$ cat src/hw/rtl/swarq_pkg.sv
package swarq_pkg;

  typedef enum logic [3:0] {
    ST_IDLE = 4'b0001,
    ST_MOD  = 4'b0010,
    ST_EMIT = 4'b0100,
    ST_DROP = 4'b1000
  } state_t;

  typedef enum logic [2:0] {
    ACT_LOAD    = 3'd0,
    ACT_SEND    = 3'd1,
    ACT_ACK     = 3'd2,
    ACT_TIMEOUT = 3'd3,
    ACT_FINISH  = 3'd4
  } action_t;

  typedef enum logic [1:0] {
    KIND_OK      = 2'd0,
    KIND_CORRUPT = 2'd1,
    KIND_DROP    = 2'd2,
    KIND_END     = 2'd3
  } kind_t;

  localparam logic [2:0] CFG_ERR_PERIOD  = 3'd0;
  localparam logic [2:0] CFG_ERR_FIRST   = 3'd1;
  localparam logic [2:0] CFG_LOSS_PERIOD = 3'd2;
  localparam logic [2:0] CFG_LOSS_FIRST  = 3'd3;

  localparam logic [7:0]  PAD_BYTE  = 8'h07;
  localparam logic [7:0]  CHAR_ZERO = 8'h30;
  localparam logic [7:0]  CHAR_ONE  = 8'h31;
  localparam logic [15:0] CRC_POLY  = 16'h1021;

  function automatic logic [15:0] crc_update(input logic [15:0] crc, input logic [7:0] b);
    logic [15:0] c;
    c = crc ^ {b, 8'h00};
    for (int i = 0; i < 8; i++) begin
      c = c[15] ? ((c << 1) ^ CRC_POLY) : (c << 1);
    end
    return c;
  endfunction

endpackage

$ cat src/hw/rtl/swarq_ram.sv
module swarq_ram #(
  parameter int WIDTH = 8,
  parameter int DEPTH = 20,
  parameter int AW    = 5
) (
  input  logic             clk,
  input  logic             we,
  input  logic [AW-1:0]    waddr,
  input  logic [WIDTH-1:0] wdata,
  input  logic [AW-1:0]    raddr,
  output logic [WIDTH-1:0] rdata
);
  logic [WIDTH-1:0] mem [DEPTH];

  always_ff @(posedge clk) begin
    if (we) begin
      mem[waddr] <= wdata;
    end
    rdata <= mem[raddr];
  end
endmodule

$ cat src/hw/rtl/stop_wait_arq_crc_sender.sv
// Stop-and-wait ARQ sender. Load actions store one payload byte each and fold it into a
// CRC-16 (0x1021, init 0) unless an ack is awaited or the buffer is full. A send, or a
// timeout awaiting an ack, first runs a bit-serial remainder pass testing the attempt
// number against the corruption and loss patterns, then emits the PAYLOAD_BYTES+19 byte
// frame, priming the registered payload RAM read before each byte and waiting for a free
// output register (a drop gives a single status transfer instead). A finish with no ack
// awaited emits the end frame the same way without the remainder pass; other actions stay
// idle. New actions are taken only once the previous frame is in the output register.
module stop_wait_arq_crc_sender #(
  parameter int PAYLOAD_BYTES = 20
) (
  input  logic       clk,
  input  logic       rst_n,
  input  logic       in_valid,
  output logic       in_ready,
  input  logic [2:0] in_action,
  input  logic [7:0] in_data_byte,
  output logic       out_valid,
  input  logic       out_ready,
  output logic [7:0] out_frame_byte,
  output logic       out_last,
  output logic [1:0] out_attempt_kind,
  input  logic       cfg_we,
  input  logic [2:0] cfg_index,
  input  logic [7:0] cfg_wdata
);
  import swarq_pkg::*;

  localparam int FRAME = PAYLOAD_BYTES + 19;
  localparam int IW    = $clog2(FRAME);
  localparam int AW    = (PAYLOAD_BYTES > 1) ? $clog2(PAYLOAD_BYTES) : 1;
  localparam int FW    = $clog2(PAYLOAD_BYTES + 1);
  localparam logic [FW-1:0] FILL_MAX  = FW'(PAYLOAD_BYTES);
  localparam logic [IW-1:0] IDX_DLAST = IW'(PAYLOAD_BYTES);
  localparam logic [IW-1:0] IDX_LEN   = IW'(PAYLOAD_BYTES + 1);
  localparam logic [IW-1:0] IDX_CRC0  = IW'(PAYLOAD_BYTES + 2);
  localparam logic [IW-1:0] IDX_CRCL  = IW'(PAYLOAD_BYTES + 17);
  localparam logic [IW-1:0] IDX_LAST  = IW'(FRAME - 1);

  logic [7:0]  err_per_r, err_first_r, loss_per_r, loss_first_r;
  logic [FW-1:0] fill_r, fill_nxt;
  logic [15:0] crc_r, crc_nxt;
  logic        seq_r, seq_nxt;
  logic [31:0] att_r, att_nxt;
  logic        await_r, await_nxt;
  state_t      state_r, state_nxt;
  logic [4:0]  cnt_r, cnt_nxt;
  logic [31:0] de_r, de_nxt, dl_r, dl_nxt;
  logic [7:0]  re_r, re_nxt, rl_r, rl_nxt;
  logic        dez_r, dez_nxt, dlz_r, dlz_nxt;
  logic [IW-1:0] idx_r, idx_nxt;
  logic        prime_r, prime_nxt;
  logic        end_r, end_nxt;
  logic        corrupt_r, corrupt_nxt;
  kind_t       kind_r, kind_nxt;
  logic [15:0] crc_sh_r, crc_sh_nxt;
  logic        out_valid_r, out_valid_nxt;
  logic [7:0]  out_byte_r, out_byte_nxt;
  logic        out_last_r, out_last_nxt;
  logic [1:0]  out_kind_r, out_kind_nxt;

  logic        out_free, accept, ram_we;
  logic [IW-1:0] slot_w;
  logic [7:0]  ram_rdata, frame_byte;
  logic [FW-1:0] n_w;
  logic [8:0]  te, tl;
  logic        crc_bit, hit_e, hit_l;

  swarq_ram #(.WIDTH(8), .DEPTH(PAYLOAD_BYTES), .AW(AW)) u_store (
    .clk   (clk),
    .we    (ram_we),
    .waddr (fill_r[AW-1:0]),
    .wdata (in_data_byte),
    .raddr (slot_w[AW-1:0]),
    .rdata (ram_rdata)
  );

  assign in_ready         = (state_r == ST_IDLE);
  assign accept           = in_valid && in_ready;
  assign out_free         = !out_valid_r || out_ready;
  assign out_valid        = out_valid_r;
  assign out_frame_byte   = out_byte_r;
  assign out_last         = out_last_r;
  assign out_attempt_kind = out_kind_r;

  assign slot_w  = idx_r - IW'(1);
  assign n_w     = end_r ? '0 : fill_r;
  assign ram_we  = accept && (in_action == ACT_LOAD) && !await_r && (fill_r < FILL_MAX);
  assign crc_bit = crc_sh_r[15] ^ (corrupt_r && (idx_r == IDX_CRC0));

  // restoring remainder step, one dividend bit a cycle
  assign te = {re_r, de_r[31]} >= {1'b0, err_per_r} ? {re_r, de_r[31]} - {1'b0, err_per_r}
                                                    : {re_r, de_r[31]};
  assign tl = {rl_r, dl_r[31]} >= {1'b0, loss_per_r} ? {rl_r, dl_r[31]} - {1'b0, loss_per_r}
                                                     : {rl_r, dl_r[31]};
  assign hit_e = (err_per_r == 8'd0) ? dez_r : (te[7:0] == 8'd0);
  assign hit_l = (loss_per_r == 8'd0) ? dlz_r : (tl[7:0] == 8'd0);

  always_comb begin
    priority if (idx_r == '0) begin
      frame_byte = CHAR_ZERO | {7'd0, seq_r};
    end else if (idx_r <= IDX_DLAST) begin
      frame_byte = (slot_w < IW'(n_w)) ? ram_rdata : PAD_BYTE;
    end else if (idx_r == IDX_LEN) begin
      frame_byte = 8'(n_w);
    end else if (idx_r == IDX_LAST) begin
      frame_byte = end_r ? CHAR_ONE : CHAR_ZERO;
    end else begin
      frame_byte = crc_bit ? CHAR_ONE : CHAR_ZERO;
    end
  end

  always_comb begin
    fill_nxt      = fill_r;
    crc_nxt       = crc_r;
    seq_nxt       = seq_r;
    att_nxt       = att_r;
    await_nxt     = await_r;
    state_nxt     = state_r;
    cnt_nxt       = cnt_r;
    de_nxt        = de_r;
    dl_nxt        = dl_r;
    re_nxt        = re_r;
    rl_nxt        = rl_r;
    dez_nxt       = dez_r;
    dlz_nxt       = dlz_r;
    idx_nxt       = idx_r;
    prime_nxt     = prime_r;
    end_nxt       = end_r;
    corrupt_nxt   = corrupt_r;
    kind_nxt      = kind_r;
    crc_sh_nxt    = crc_sh_r;
    out_valid_nxt = out_valid_r && !out_ready;
    out_byte_nxt  = out_byte_r;
    out_last_nxt  = out_last_r;
    out_kind_nxt  = out_kind_r;

    unique case (state_r)
      ST_IDLE: begin
        if (accept) begin
          unique case (in_action)
            ACT_LOAD: begin
              if (ram_we) begin
                fill_nxt = fill_r + FW'(1);
                crc_nxt  = crc_update(crc_r, in_data_byte);
              end
            end
            ACT_SEND, ACT_TIMEOUT: begin
              if (in_action == ACT_SEND || await_r) begin
                att_nxt   = att_r + 32'd1;
                await_nxt = 1'b1;
                de_nxt    = (att_r >= {24'd0, err_first_r}) ? att_r - {24'd0, err_first_r}
                                                           : {24'd0, err_first_r} - att_r;
                dl_nxt    = (att_r >= {24'd0, loss_first_r}) ? att_r - {24'd0, loss_first_r}
                                                            : {24'd0, loss_first_r} - att_r;
                dez_nxt   = (att_r == {24'd0, err_first_r});
                dlz_nxt   = (att_r == {24'd0, loss_first_r});
                re_nxt    = '0;
                rl_nxt    = '0;
                cnt_nxt   = '0;
                state_nxt = ST_MOD;
              end
            end
            ACT_ACK: begin
              if (await_r) begin
                await_nxt = 1'b0;
                seq_nxt   = !seq_r;
                fill_nxt  = '0;
                crc_nxt   = '0;
              end
            end
            ACT_FINISH: begin
              if (!await_r) begin
                end_nxt     = 1'b1;
                corrupt_nxt = 1'b0;
                kind_nxt    = KIND_END;
                idx_nxt     = '0;
                prime_nxt   = 1'b0;
                crc_sh_nxt  = '0;
                state_nxt   = ST_EMIT;
              end
            end
            default: ;
          endcase
        end
      end
      ST_MOD: begin
        re_nxt  = te[7:0];
        rl_nxt  = tl[7:0];
        de_nxt  = {de_r[30:0], 1'b0};
        dl_nxt  = {dl_r[30:0], 1'b0};
        cnt_nxt = cnt_r + 5'd1;
        if (cnt_r == 5'd31) begin
          end_nxt     = 1'b0;
          idx_nxt     = '0;
          prime_nxt   = 1'b0;
          crc_sh_nxt  = crc_r;
          corrupt_nxt = hit_e;
          if (hit_e) begin
            kind_nxt  = KIND_CORRUPT;
            state_nxt = ST_EMIT;
          end else if (hit_l) begin
            kind_nxt  = KIND_DROP;
            state_nxt = ST_DROP;
          end else begin
            kind_nxt  = KIND_OK;
            state_nxt = ST_EMIT;
          end
        end
      end
      ST_EMIT: begin
        if (!prime_r) begin
          prime_nxt = 1'b1;
        end else if (out_free) begin
          out_valid_nxt = 1'b1;
          out_byte_nxt  = frame_byte;
          out_last_nxt  = (idx_r == IDX_LAST);
          out_kind_nxt  = kind_r;
          prime_nxt     = 1'b0;
          idx_nxt       = idx_r + IW'(1);
          if (idx_r >= IDX_CRC0 && idx_r <= IDX_CRCL) begin
            crc_sh_nxt = {crc_sh_r[14:0], 1'b0};
          end
          if (idx_r == IDX_LAST) begin
            state_nxt = ST_IDLE;
          end
        end
      end
      ST_DROP: begin
        if (out_free) begin
          out_valid_nxt = 1'b1;
          out_byte_nxt  = 8'd0;
          out_last_nxt  = 1'b1;
          out_kind_nxt  = KIND_DROP;
          state_nxt     = ST_IDLE;
        end
      end
      default: state_nxt = ST_IDLE;
    endcase
  end

  always_ff @(posedge clk) begin
    if (!rst_n) begin
      err_per_r    <= 8'd10;
      err_first_r  <= 8'd3;
      loss_per_r   <= 8'd10;
      loss_first_r <= 8'd8;
      fill_r       <= '0;
      crc_r        <= '0;
      seq_r        <= 1'b0;
      att_r        <= '0;
      await_r      <= 1'b0;
      state_r      <= ST_IDLE;
      out_valid_r  <= 1'b0;
    end else begin
      if (cfg_we) begin
        unique case (cfg_index)
          CFG_ERR_PERIOD:  err_per_r    <= cfg_wdata;
          CFG_ERR_FIRST:   err_first_r  <= cfg_wdata;
          CFG_LOSS_PERIOD: loss_per_r   <= cfg_wdata;
          CFG_LOSS_FIRST:  loss_first_r <= cfg_wdata;
          default: ;
        endcase
      end
      fill_r      <= fill_nxt;
      crc_r       <= crc_nxt;
      seq_r       <= seq_nxt;
      att_r       <= att_nxt;
      await_r     <= await_nxt;
      state_r     <= state_nxt;
      out_valid_r <= out_valid_nxt;
    end
  end

  always_ff @(posedge clk) begin
    cnt_r      <= cnt_nxt;
    de_r       <= de_nxt;
    dl_r       <= dl_nxt;
    re_r       <= re_nxt;
    rl_r       <= rl_nxt;
    dez_r      <= dez_nxt;
    dlz_r      <= dlz_nxt;
    idx_r      <= idx_nxt;
    prime_r    <= prime_nxt;
    end_r      <= end_nxt;
    corrupt_r  <= corrupt_nxt;
    kind_r     <= kind_nxt;
    crc_sh_r   <= crc_sh_nxt;
    out_byte_r <= out_byte_nxt;
    out_last_r <= out_last_nxt;
    out_kind_r <= out_kind_nxt;
  end

`ifndef NO_ASSERTIONS
  a_fill_bound: assert property (@(posedge clk) disable iff (!rst_n)
    fill_r <= FILL_MAX) else $error("fill count beyond payload size");

  a_send_starts: assert property (@(posedge clk) disable iff (!rst_n)
    accept && in_action == ACT_SEND |=> state_r == ST_MOD && await_r)
    else $error("send did not start an attempt");

  a_drop_last: assert property (@(posedge clk) disable iff (!rst_n)
    out_valid_r && out_kind_r == KIND_DROP |-> out_last_r && out_byte_r == 8'd0)
    else $error("drop status malformed");

  a_emit_holds_state: assert property (@(posedge clk) disable iff (!rst_n)
    state_r == ST_EMIT |=> $stable(fill_r) && $stable(crc_r))
    else $error("state changed during frame emission");
`endif
endmodule

$ cat config.mk
export PLATFORM = sky130hd
export DESIGN_NAME = stop_wait_arq_crc_sender
export DESIGN_NICKNAME = d
export VERILOG_FILES = /design/src/hw/rtl/swarq_pkg.sv /design/src/hw/rtl/swarq_ram.sv /design/src/hw/rtl/stop_wait_arq_crc_sender.sv
export SDC_FILE = /design/constraint.sdc
export NUM_CORES = 1
export LEC_CHECK = 0
export BUFFER_PORTS_ARGS = -buffer_cell sky130_fd_sc_hd__clkbuf_2
export CAP_MARGIN = 10
export CORE_MARGIN = 2
export CORE_UTILIZATION = 47
export DETAILED_ROUTE_END_ITERATION = 10
export SYNTH_ARGS = -nofsm -noshare
export SYNTH_HDL_FRONTEND = slang
export SYNTH_SLANG_ARGS = --single-unit
$ cat constraint.sdc
create_clock -name clk -period 6.04 [get_ports clk]
set_clock_uncertainty 0.15 [all_clocks]
set_input_delay 1.208 -clock clk [delete_from_list [all_inputs] [get_ports clk]]
set_output_delay 1.208 -clock clk [all_outputs]
set_load 0.03 [all_outputs]
==> results of run 1 <==
[cell type report]
type	count	area, um^2
Timing Repair Buffer	57	330
Tap cell	539	674
Multi-Input combinational cell	1215	8500
Sequential cell	385	10600
Fill cell	3669	19800
Inverter	76	285
Clock inverter	24	343
Clock buffer	56	1220
[sequential cells by signal, indices dropped and copies added, names as in the netlist, 16 cells and up]
name         count
u_store.mem    160
crc_r           16
att_r           32
crc_sh_r        16
dl_r            32
de_r            32
[through the flow]
step	power, mW	worst slack (ps)	hold WS (ps)
after CTS	8.24	2280	322
after detailed placement	5.39	1850	315
after global placement	5.37	1990	306
final	8.14	2230	322
after global routing	8.53	2040	359
after floorplan	4.81	1900	293
[worst paths after layout]
path | slack (ps) | endpoint
setup / recovery | 2230 | dl_r[31]$_DFFE_PP_
hold / removal | 320 | err_per_r[4]$_SDFFE_PN0P_
setup reg to reg | 2230 | dl_r[31]$_DFFE_PP_
hold reg to reg | 320 | err_per_r[4]$_SDFFE_PN0P_
[logic make-up after synthesis]
group | count (synthesis) | synth area share
buffers and inverters | 172 | 0.0348
DFF | 385 | 0.536
adders and majority gates | 69 | 0.0461
and+or+nand+nor | 628 | 0.158
AOI/OAI and AO/OA | 322 | 0.103
muxes | 71 | 0.0671
xor gates and xnor gates | 125 | 0.0559
[metal layers]
layer	track usage	up-vias	wire length, um
met4	0.0685	0	1450
met5	0	-	0
met3	0.0355	99	2550
li1	-	6427	-
met1	0.311	6504	21600
met2	0.344	402	21500
[cells in the final DEF (no fill, tap or decap), types with 14 or more instances in the layout]
cell type    n
edfxtp_1   285
nand2_1    197
nor2_1     138
dfxtp_1    100
a21oi_1     86
o21ai_0     80
xnor2_1     77
inv_1       75
ha_1        63
mux4_2      48
xor2_1      47
and2_1      44
clkbuf_16   44
a21boi_0    41
nor3_1      40
clkbuf_2    39
nor2b_1     34
nand3_1     34
nand2b_1    22
nor4_1      22
and3_1      20
buf_4       18
nand4_1     17
o211ai_1    16
a22o_1      15
or3_1       14
a31oi_1     14
[power breakdown]
part	switching, mW	internal (mW)
clock network	1.12	1.70
registers	0.129	3.15
logic	1.15	0.894
[critical path, delay by kind of cell (launching register included)]
family             cells  cell delay (ps)
DFF                    1              460
AOI/OAI and AO/OA      1              100
and+or+nand+nor        7             2920
==> results.txt, run 1 <==
status: finished, final reports clean
clk slew on worst S/H paths: 60 ps
VDD IR-drop max: 0.000242 V
Worst Max-Slew Pin Slew: 1120 ps
asr flop ratio synth: 0
Total GRT Usage: 0.218
Worst Hold Depth: 2
Hold Path Origin: err_per_r[4]$_SDFFE_PN0P_
clock sinks: 385
Final nets: 1874
Worst slew margin: 0.232
cell taking the most area after synthesis: edfxtp_1
via count: 13432
Max-Cap Viols: 0
Final setup violation count: 0
number of synthesized flops with an enable pin: 285
Post-Syn Area: 0.0197 mm^2
clk root buf: clkbuf_16
Layout Area Growth over Synthesis: 11.1%
initial antenna violation count: 0
I/O Pins: 40
post-route ant nets: 0
number of global-route vias before repair: 13078
r2r startpoint: att_r[10]$_SDFFE_PN0P_
Post-Layout Cell Count: 2352
Pleak: 7.82 nW
antenna cell count: 0
Area after DPL: 0.0204 mm^2
final hold vios: 0
post-layout util: 0.526
DR WL/cell: 20.0 um
Die Ht: 209 um
critical path launch point: att_r[10]$_SDFFE_PN0P_
Yosys top cell area share: 0.434
fmax: 0.262 GHz
initial drt markers: 1095
worst-path fanout max: 13
core area: 0.0417 mm^2
GPL Wtd Cong: 0.915
Synth Instances: 1772
Vias per Instance: 5.71
count leader, synth: edfxtp_1
CTS tree: yes
overall die width: 209 um
Slowest-stage cell, CP: nor3_1
H-Tree Depth: 2
drt first pass iters: 5
ys flop type: edfxtp_1
Commonest cells post-synth: edfxtp_1, nand2_1, nor2_1
Post-CTS Hold Buffers: 0
worst min path class: flip-flop to flip-flop
Pwr Density: 372 mW/mm^2
critical path class: flip-flop to flip-flop
yosys warns: 0
crit start category: flip-flop
DRT Wirelength: 47100 um
Area contributors post-synth: edfxtp_1, dfxtp_1, mux4_2
critical path endpoint category: flip-flop
period utilization: 0.631
fraction of layout cells with a size suffix above 1: 0.119
IO Port Bufs: 39
R2R cell count: 8
post-DP HPWL: 32600 um
sequential share of the synthesized area: 0.536
Arrival @ worst endpoint: 4070 ps
largest net degree at the start of global routing: 91
worst path cell trace: or4_1, nor2_1, nand3_1, nor2_2, nand2b_1, nor3_1, a211oi_1, nand2_1
RSZ-0062 raised after global routing: no
Synth Area per Inst: 11.1 um^2
floorplan row count: 75
Max Buffers Root-to-Sink: 3
DRC Markers: 0
post_cts resized: 0
Clk Latency, worst-skew pair: 590 ps
Final min period: 3810 ps
first-pass GRT wire length: 74100 um
Die Area: 0.0436 mm^2
Post-CTS Setup Repair Bufs: 0
Max stage delay on crit path: 820 ps
Inst Count DP: 2272
Design Area, Final: 0.0219 mm^2
Initial Utilization: 0.473
setup TNS: 0 ps
Worst Path Required: 6300 ps
TritonCTS buffer count: 43
Mapped Nets: 1868
max-slew violations: 0
Yosys cell types: 75
GRT overflow: 0
flops & latches, synth: 385
Power figures use the tool's default switching activity.
==> run 2: changes to the inputs <==
==> constraint.sdc (replaced) <==
create_clock -name clk -period 3.4 [get_ports clk]
set_clock_uncertainty 0.15 [all_clocks]
set_input_delay 0.68 -clock clk [delete_from_list [all_inputs] [get_ports clk]]
set_output_delay 0.68 -clock clk [all_outputs]
set_load 0.03 [all_outputs]
==> run 2 against run 1 <==
Sequential power rose by 78%. Clock power rose by 68%. Flip-flop and latch count did not move. Fmax rose by 19%. Critical path depth rose by 2. Sequential share of layout area fell by 1.4 points. Non-clock buffer count rose by 89. Die area did not move. Largest cell class unchanged.
==> results.txt, run 2 (same netlist as run 1, synthesis figures left out) <==
Largest register FFs: 160 (unchanged)
Pwr Density: 637 mW/mm^2 (+71%)
sequential power share: 0.405 (+0.002)
setup TNS: 0 ps (unchanged)
Total GRT Usage: 0.225 (+0.00689)
DRT Wirelength: 48600 um (+3.1%)
fmax: 0.313 GHz (+19%)
NetSw: 4.32 mW (+80%)
post-route setup slack: 202 ps (-2030 ps)
Final nets: 1963 (+4.7%)
IO Port Bufs: 39 (unchanged)
VDD IR-drop max: 0.000458 V (+89%)
clk slew on worst S/H paths: 60 ps (about the same)
Initial Utilization: 0.473 (unchanged)
Area after DPL: 0.0211 mm^2 (+3.7%)
H-Tree Depth: 2 (unchanged)
r2r startpoint: de_r[31]$_DFFE_PP_
multi-input combinational cell area: 0.00853 mm^2 (+0.32%)
largest net degree at the start of global routing: 68 (-25%)
GRT overflow: 0 (unchanged)
period utilization: 0.941 (+0.309)
clock sinks: 385 (unchanged)
Sequential Area: 0.0106 mm^2 (unchanged)
Final min period: 3200 ps (-614 ps)
Sw Ratio: 0.300 (+0.00627)
Worst Hold Depth: 1 (-1)
Layout Area Growth over Synthesis: 14.5%
final hold vios: 0 (unchanged)
crit start category: flip-flop
Die Area: 0.0436 mm^2 (unchanged)
Worst Max-Slew Pin Slew: 1100 ps (-24.2 ps)
max-slew violations: 0 (unchanged)
DRC Markers: 0 (unchanged)
floorplan row count: 75 (unchanged)
DR WL/cell: 19.9 um (-0.69%)
fraction of layout cells with a size suffix above 1: 0.159 (+0.0396)
post-DP HPWL: 34400 um (+5.5%)
status: finished, final reports clean
initial drt markers: 981 (-10%)
worst min path class: primary input to flip-flop
Hold Path Origin: in_data_byte[6]
Min-Delay Endpoint: u_store.mem[5][6]$_DFFE_PP_
Pleak: 8.26 nW (+5.6%)
GPL Wtd Cong: 0.887 (-3.0%)
critical path endpoint category: flip-flop
first-pass GRT wire length: 76700 um (+3.5%)
worst r2r dst: kind_r[1]$_SDFFCE_PN1P_
Max-Cap Viols: 0 (unchanged)
TritonCTS buffer count: 43 (unchanged)
delay-heaviest family, CP: simple AND/OR/NAND/NOR gates
FILL cells: 3775 (+2.9%)
Die Ht: 209 um (unchanged)
Design Area, Final: 0.0226 mm^2 (+3.0%)
Tot Pwr: 14.4 mW (+77%)
Clk Latency, worst-skew pair: 590 ps (about the same)
RSZ-0062 raised after global routing: no
worst path cell trace: inv_1, ha_1, fa_1, nand2b_4, a21oi_2, xnor2_1, or4b_2, or4_1, o311a_1, a21o_1
CTS tree: yes
most frequent cells in the layout: edfxtp_1, nand2_1, nor2_1, buf_4, dfxtp_1
initial antenna violation count: 1 (+1)
Reg with most FFs: u_store.mem
cell internal pwr: 10.1 mW (+75%)
clock share of power: 0.329 (-0.017)
Comb power frac: 0.266 (+0.015)
R2R cell count: 10 (+2)
overall die width: 209 um (unchanged)
number of global-route vias before repair: 13617 (+4.1%)
core area: 0.0417 mm^2 (unchanged)
clk root buf: clkbuf_16
Buf/Inv on CP: 1 (+1)
Max Buffers Root-to-Sink: 3 (unchanged)
via count: 13694 (+2.0%)
drt first pass iters: 5 (unchanged)
Arrival @ worst endpoint: 3380 ps (-690 ps)
Worst slew margin: 0.264 (+0.0322)
critical path class: flip-flop to flip-flop
Worst R2R Setup Slack: 200 ps (-2030 ps)
post-route ant nets: 0 (unchanged)
I/O Pins: 40 (unchanged)
Slowest-stage cell, CP: or4b_2
Vias per Instance: 5.61 (-1.8%)
Worst Setup Slack post-DPL: 49.4 ps (-1800 ps)
Max stage delay on crit path: 600 ps (-220 ps)
worst-path fanout max: 4 (-9)
Worst Path Required: 3590 ps (-2710 ps)
Final setup violation count: 0 (unchanged)
Post-CTS Setup Repair Bufs: 0 (unchanged)
most common cell after layout, fill and taps aside: edfxtp_1
## run 2: changes by cell type in the layout (fill, tap and decap cells not counted), moves of 2 or more
cell and delta:
buf_12 +6, clkinv_4 -2, clkinv_2 +4, clkbuf_8 -3, clkinv_1 +5, buf_4 +83, bufinv_16 -2
## run 2: how the worst max path moves through the flow
stage                            from                         endpoint  slack [ps]  cells after the start
3_5_place_dp    att_r[0]$_SDFFE_PN0P_               dl_r[20]$_DFFE_PP_          50                     11
3_3_place_gp       de_r[31]$_DFFE_PP_          kind_r[1]$_SDFFCE_PN1P_         130                     10
4_1_cts         att_r[0]$_SDFFE_PN0P_               dl_r[20]$_DFFE_PP_          60                     11
2_1_floorplan  idx_r[0]$_SDFFCE_PN0P_  out_frame_byte[0]$_SDFFCE_PP0P_         180                     14
5_1_grt            dl_r[31]$_DFFE_PP_          state_r[2]$_SDFFE_PN0P_           5                     11
6_report           de_r[31]$_DFFE_PP_          kind_r[1]$_SDFFCE_PN1P_         200                     10
## run 2: worst reg2reg max path, delay by kind of cell, from the launching register on
kind                       cells  cell delay [ps]
buffers and inverters          1               50
AOI/OAI and AO/OA              3              490
and+or+nand+nor                3             1170
xor gates and xnor gates       1              140
adders and majority gates      2              620
DFF                            1              350
## run 2: area by class of cell
class / instances / area share
Sequential cell: 385 / 0.468
Multi-Input combinational cell: 1215 / 0.378
Clock buffer: 52 / 0.0509
Timing Repair Buffer: 146 / 0.0475
Tap cell: 539 / 0.0299
Clock inverter: 28 / 0.0134
Inverter: 76 / 0.0126
Antenna cell: 1 / 0.000111
## run 2: repair_timing
action,in CTS,in global routing
hold buffers,0,0
resized for setup,0,5
setup endpoints to repair,0,7
## run 2: routing by layer
layer | track usage | up-vias | part of all wire
met4 | 0.0557 | 0 | 0.019
met3 | 0.0359 | 74 | 0.046
li1 | - | 6612 | -
met2 | 0.369 | 278 | 0.48
met1 | 0.315 | 6730 | 0.46
met5 | 0 | - | 0
## run 2: metrics by stage
| stage | hold WS (ps) | cells | utilization |
|---|---|---|---|
| global placement | 303 | 2361 | 0.506 |
| detailed placement | 310 | 2361 | 0.506 |
| finish | 253 | 2442 | 0.542 |
| floorplan | 293 | 1772 | - |
| CTS | 225 | 2441 | 0.541 |
| global route | 237 | 2441 | 0.542 |
## run 2: power groups by stage
stage / Combinational (mW) / Clock, mW / Sequential (mW)
CTS: 3.88 / 4.84 / 5.83
finish: 3.83 / 4.73 / 5.83
global route: 4.17 / 5.03 / 5.86
global placement: 3.82 / 0 / 5.91
detailed placement: 3.86 / 0 / 5.92
floorplan: 2.72 / 0 / 5.81
==> run 3: changes to the inputs <==
--- a/config.mk
+++ b/config.mk
@@ -10,6 +10,7 @@
 export CORE_MARGIN = 2
 export CORE_UTILIZATION = 47
 export DETAILED_ROUTE_END_ITERATION = 10
+export SETUP_SLACK_MARGIN = 0.3
 export SYNTH_ARGS = -nofsm -noshare
 export SYNTH_HDL_FRONTEND = slang
 export SYNTH_SLANG_ARGS = --single-unit
==> run 3 against run 2 <==
Final cell count increased by 0.78%. Critical path type unchanged. Worst hold slack worse by 11 ps. Non-clock buffer count grew 20. Highest routed layer is now met5. Register-to-register slack better by 140 ps. Combinational power rose by 3%. Via count rose by 1.1%.
==> results.txt, run 3 (same netlist as run 1, synthesis figures left out) <==
H-Tree Depth: 2 (unchanged)
fraction of layout cells with a size suffix above 1: 0.187 (+0.0286)
Vias per Instance: 5.63 (+0.32%)
VDD IR-drop max: 0.000412 V (-10%)
period utilization: 0.900 (-0.0404)
clock sinks: 385 (unchanged)
most frequent cells in the layout: edfxtp_1, nand2_1, nor2_1, buf_4, dfxtp_1
DR WL/cell: 20.4 um (+2.8%)
overall die width: 209 um (unchanged)
GRT overflow: 0 (unchanged)
IO Port Bufs: 39 (unchanged)
Pleak: 8.38 nW (+1.4%)
Worst R2R Setup Slack: 340 ps (+140 ps)
Total GRT Usage: 0.231 (+0.00615)
Worst Max-Slew Pin Slew: 1100 ps (-2.18 ps)
crit start category: flip-flop
crit path to: kind_r[1]$_SDFFCE_PN1P_
most common cell after layout, fill and taps aside: edfxtp_1
Sequential Area: 0.0106 mm^2 (about the same)
final hold vios: 0 (unchanged)
initial drt markers: 1204 (+23%)
Die Area: 0.0436 mm^2 (unchanged)
number of global-route vias before repair: 13702 (+0.62%)
clk slew on worst S/H paths: 60 ps (about the same)
GPL Wtd Cong: 0.909 (+2.5%)
floorplan row count: 75 (unchanged)
max-slew violations: 0 (unchanged)
critical path class: flip-flop to flip-flop
Worst Path Required: 3580 ps (about the same)
first-pass GRT wire length: 78000 um (+1.7%)
Final min period: 3060 ps (-137 ps)
TritonCTS buffer count: 42 (-2.3%)
Max Buffers Root-to-Sink: 3 (unchanged)
DRC Markers: 0 (unchanged)
Layout Area Growth over Synthesis: 16.1%
setup TNS: 0 ps (unchanged)
Clk Latency, worst-skew pair: 590 ps (about the same)
r2r startpoint: de_r[31]$_DFFE_PP_
Pwr Density: 624 mW/mm^2 (-2.0%)
Max-Cap Viols: 0 (unchanged)
multi-input combinational cell area: 0.00878 mm^2 (+2.9%)
initial antenna violation count: 2 (+1)
Final setup violation count: 0 (unchanged)
post-DP HPWL: 35900 um (+4.4%)
RSZ-0062 raised after global routing: yes
critical path launch point: de_r[31]$_DFFE_PP_
post-layout util: 0.549 (+0.00739)
Arrival @ worst endpoint: 3240 ps (-140 ps)
clk root buf: clkbuf_16
Initial Utilization: 0.473 (unchanged)
Reg with most FFs: u_store.mem
drt first pass iters: 5 (unchanged)
fmax: 0.327 GHz (+4.5%)
Die Ht: 209 um (unchanged)
status: finished, final reports clean
worst min path class: primary input to flip-flop
worst-path fanout max: 3 (-1)
largest net degree at the start of global routing: 129 (+90%)
Worst slew margin: 0.266 (+0.00146)
Final nets: 1983 (+1.0%)
worst r2r dst: kind_r[1]$_SDFFCE_PN1P_
Largest register FFs: 160 (unchanged)
R2R cell count: 10 (unchanged)
critical path endpoint category: flip-flop
FILL cells: 3647 (-3.4%)
I/O Pins: 40 (unchanged)
post-route ant nets: 0 (unchanged)
CTS tree: yes
DRT Wirelength: 50300 um (+3.6%)
via count: 13845 (+1.1%)
core area: 0.0417 mm^2 (unchanged)
-- run 3: changes by cell type in the layout (fill, tap and decap cells not counted), moves of 6 or more --
cell,delta
buf_4,+20
ha_1,-8
clkbuf_1,+6
ha_2,+7
a21oi_2,+6
clkinv_2,-6
a21oi_1,-7
-- run 3: critical path, stage by stage, from the launching register on --
cell and delay (ps):
edfxtp_1 420, inv_2 60, ha_4 160, fa_2 350, nand2b_4 160, a21oi_2 130
xnor2_1 150, or4b_4 470, or4_4 420, o311a_4 160, a21o_1 180
-- run 3: per-layer routing --
layer,share of wire,global-route usage,vias up
met3,0.052,0.0391,101
met1,0.45,0.324,6747
li1,-,-,6634
met4,0.031,0.0719,2
met5,0.00026,0,-
met2,0.47,0.370,361
-- run 3: layout make-up --
| cell class | instances | share of cell area |
|---|---|---|
| tap | 539 | 0.0295 |
| sequential | 385 | 0.462 |
| clock buffer | 59 | 0.0513 |
| inverter | 76 | 0.0126 |
| clock inverter | 19 | 0.00809 |
| multi-input combinational | 1216 | 0.383 |
| timing repair buffer | 166 | 0.0535 |
| antenna | 1 | 0.000109 |
-- run 3: timing repair --
| item | in CTS | in global routing |
|---|---|---|
| cloned | 0 | 1 |
| setup buffers | 10 | 10 |
| gates resized for setup | 17 | 44 |
| setup endpoints to repair | 28 | 65 |
| hold buffers | 0 | 0 |
| pin swaps | 4 | 13 |
-- run 3: worst min-delay path by stage --
stage	end	from	slack [ps]	cells past startpoint
2_1_floorplan	err_per_r[2]$_SDFFE_PN0P_	err_per_r[2]$_SDFFE_PN0P_	290	2
3_3_place_gp	err_per_r[2]$_SDFFE_PN0P_	err_per_r[2]$_SDFFE_PN0P_	310	2
3_5_place_dp	err_per_r[4]$_SDFFE_PN0P_	err_per_r[4]$_SDFFE_PN0P_	310	2
4_1_cts	loss_first_r[2]$_SDFFE_PN0P_	cfg_wdata[2]	230	3
5_1_grt	u_store.mem[5][6]$_DFFE_PP_	in_data_byte[6]	240	1
6_report	loss_first_r[2]$_SDFFE_PN0P_	cfg_wdata[2]	240	3
-- run 3: metrics by stage --
step / hold WS (ps) / std cells / area, um^2 / worst slack [ps] / total power, mW
finish: 242 / 2461 / 22900 / 339 / 14.3
global route: 238 / 2460 / 22900 / 245 / 15.0
CTS: 227 / 2449 / 22600 / 280 / 14.4
detailed placement: 314 / 2361 / 21100 / 13.2 / 9.82
global placement: 307 / 2361 / 21100 / 24.1 / 9.75
floorplan: 293 / 1772 / 19700 / 323 / 8.54
-- run 3: power breakdown --
group / internal (mW) / total (mW) / switching [mW] / leakage (nW)
Clock: 2.59 / 4.50 / 1.91 / 0.660
Combinational: 1.80 / 3.96 / 2.16 / 4.31
Sequential: 5.59 / 5.84 / 0.245 / 3.41
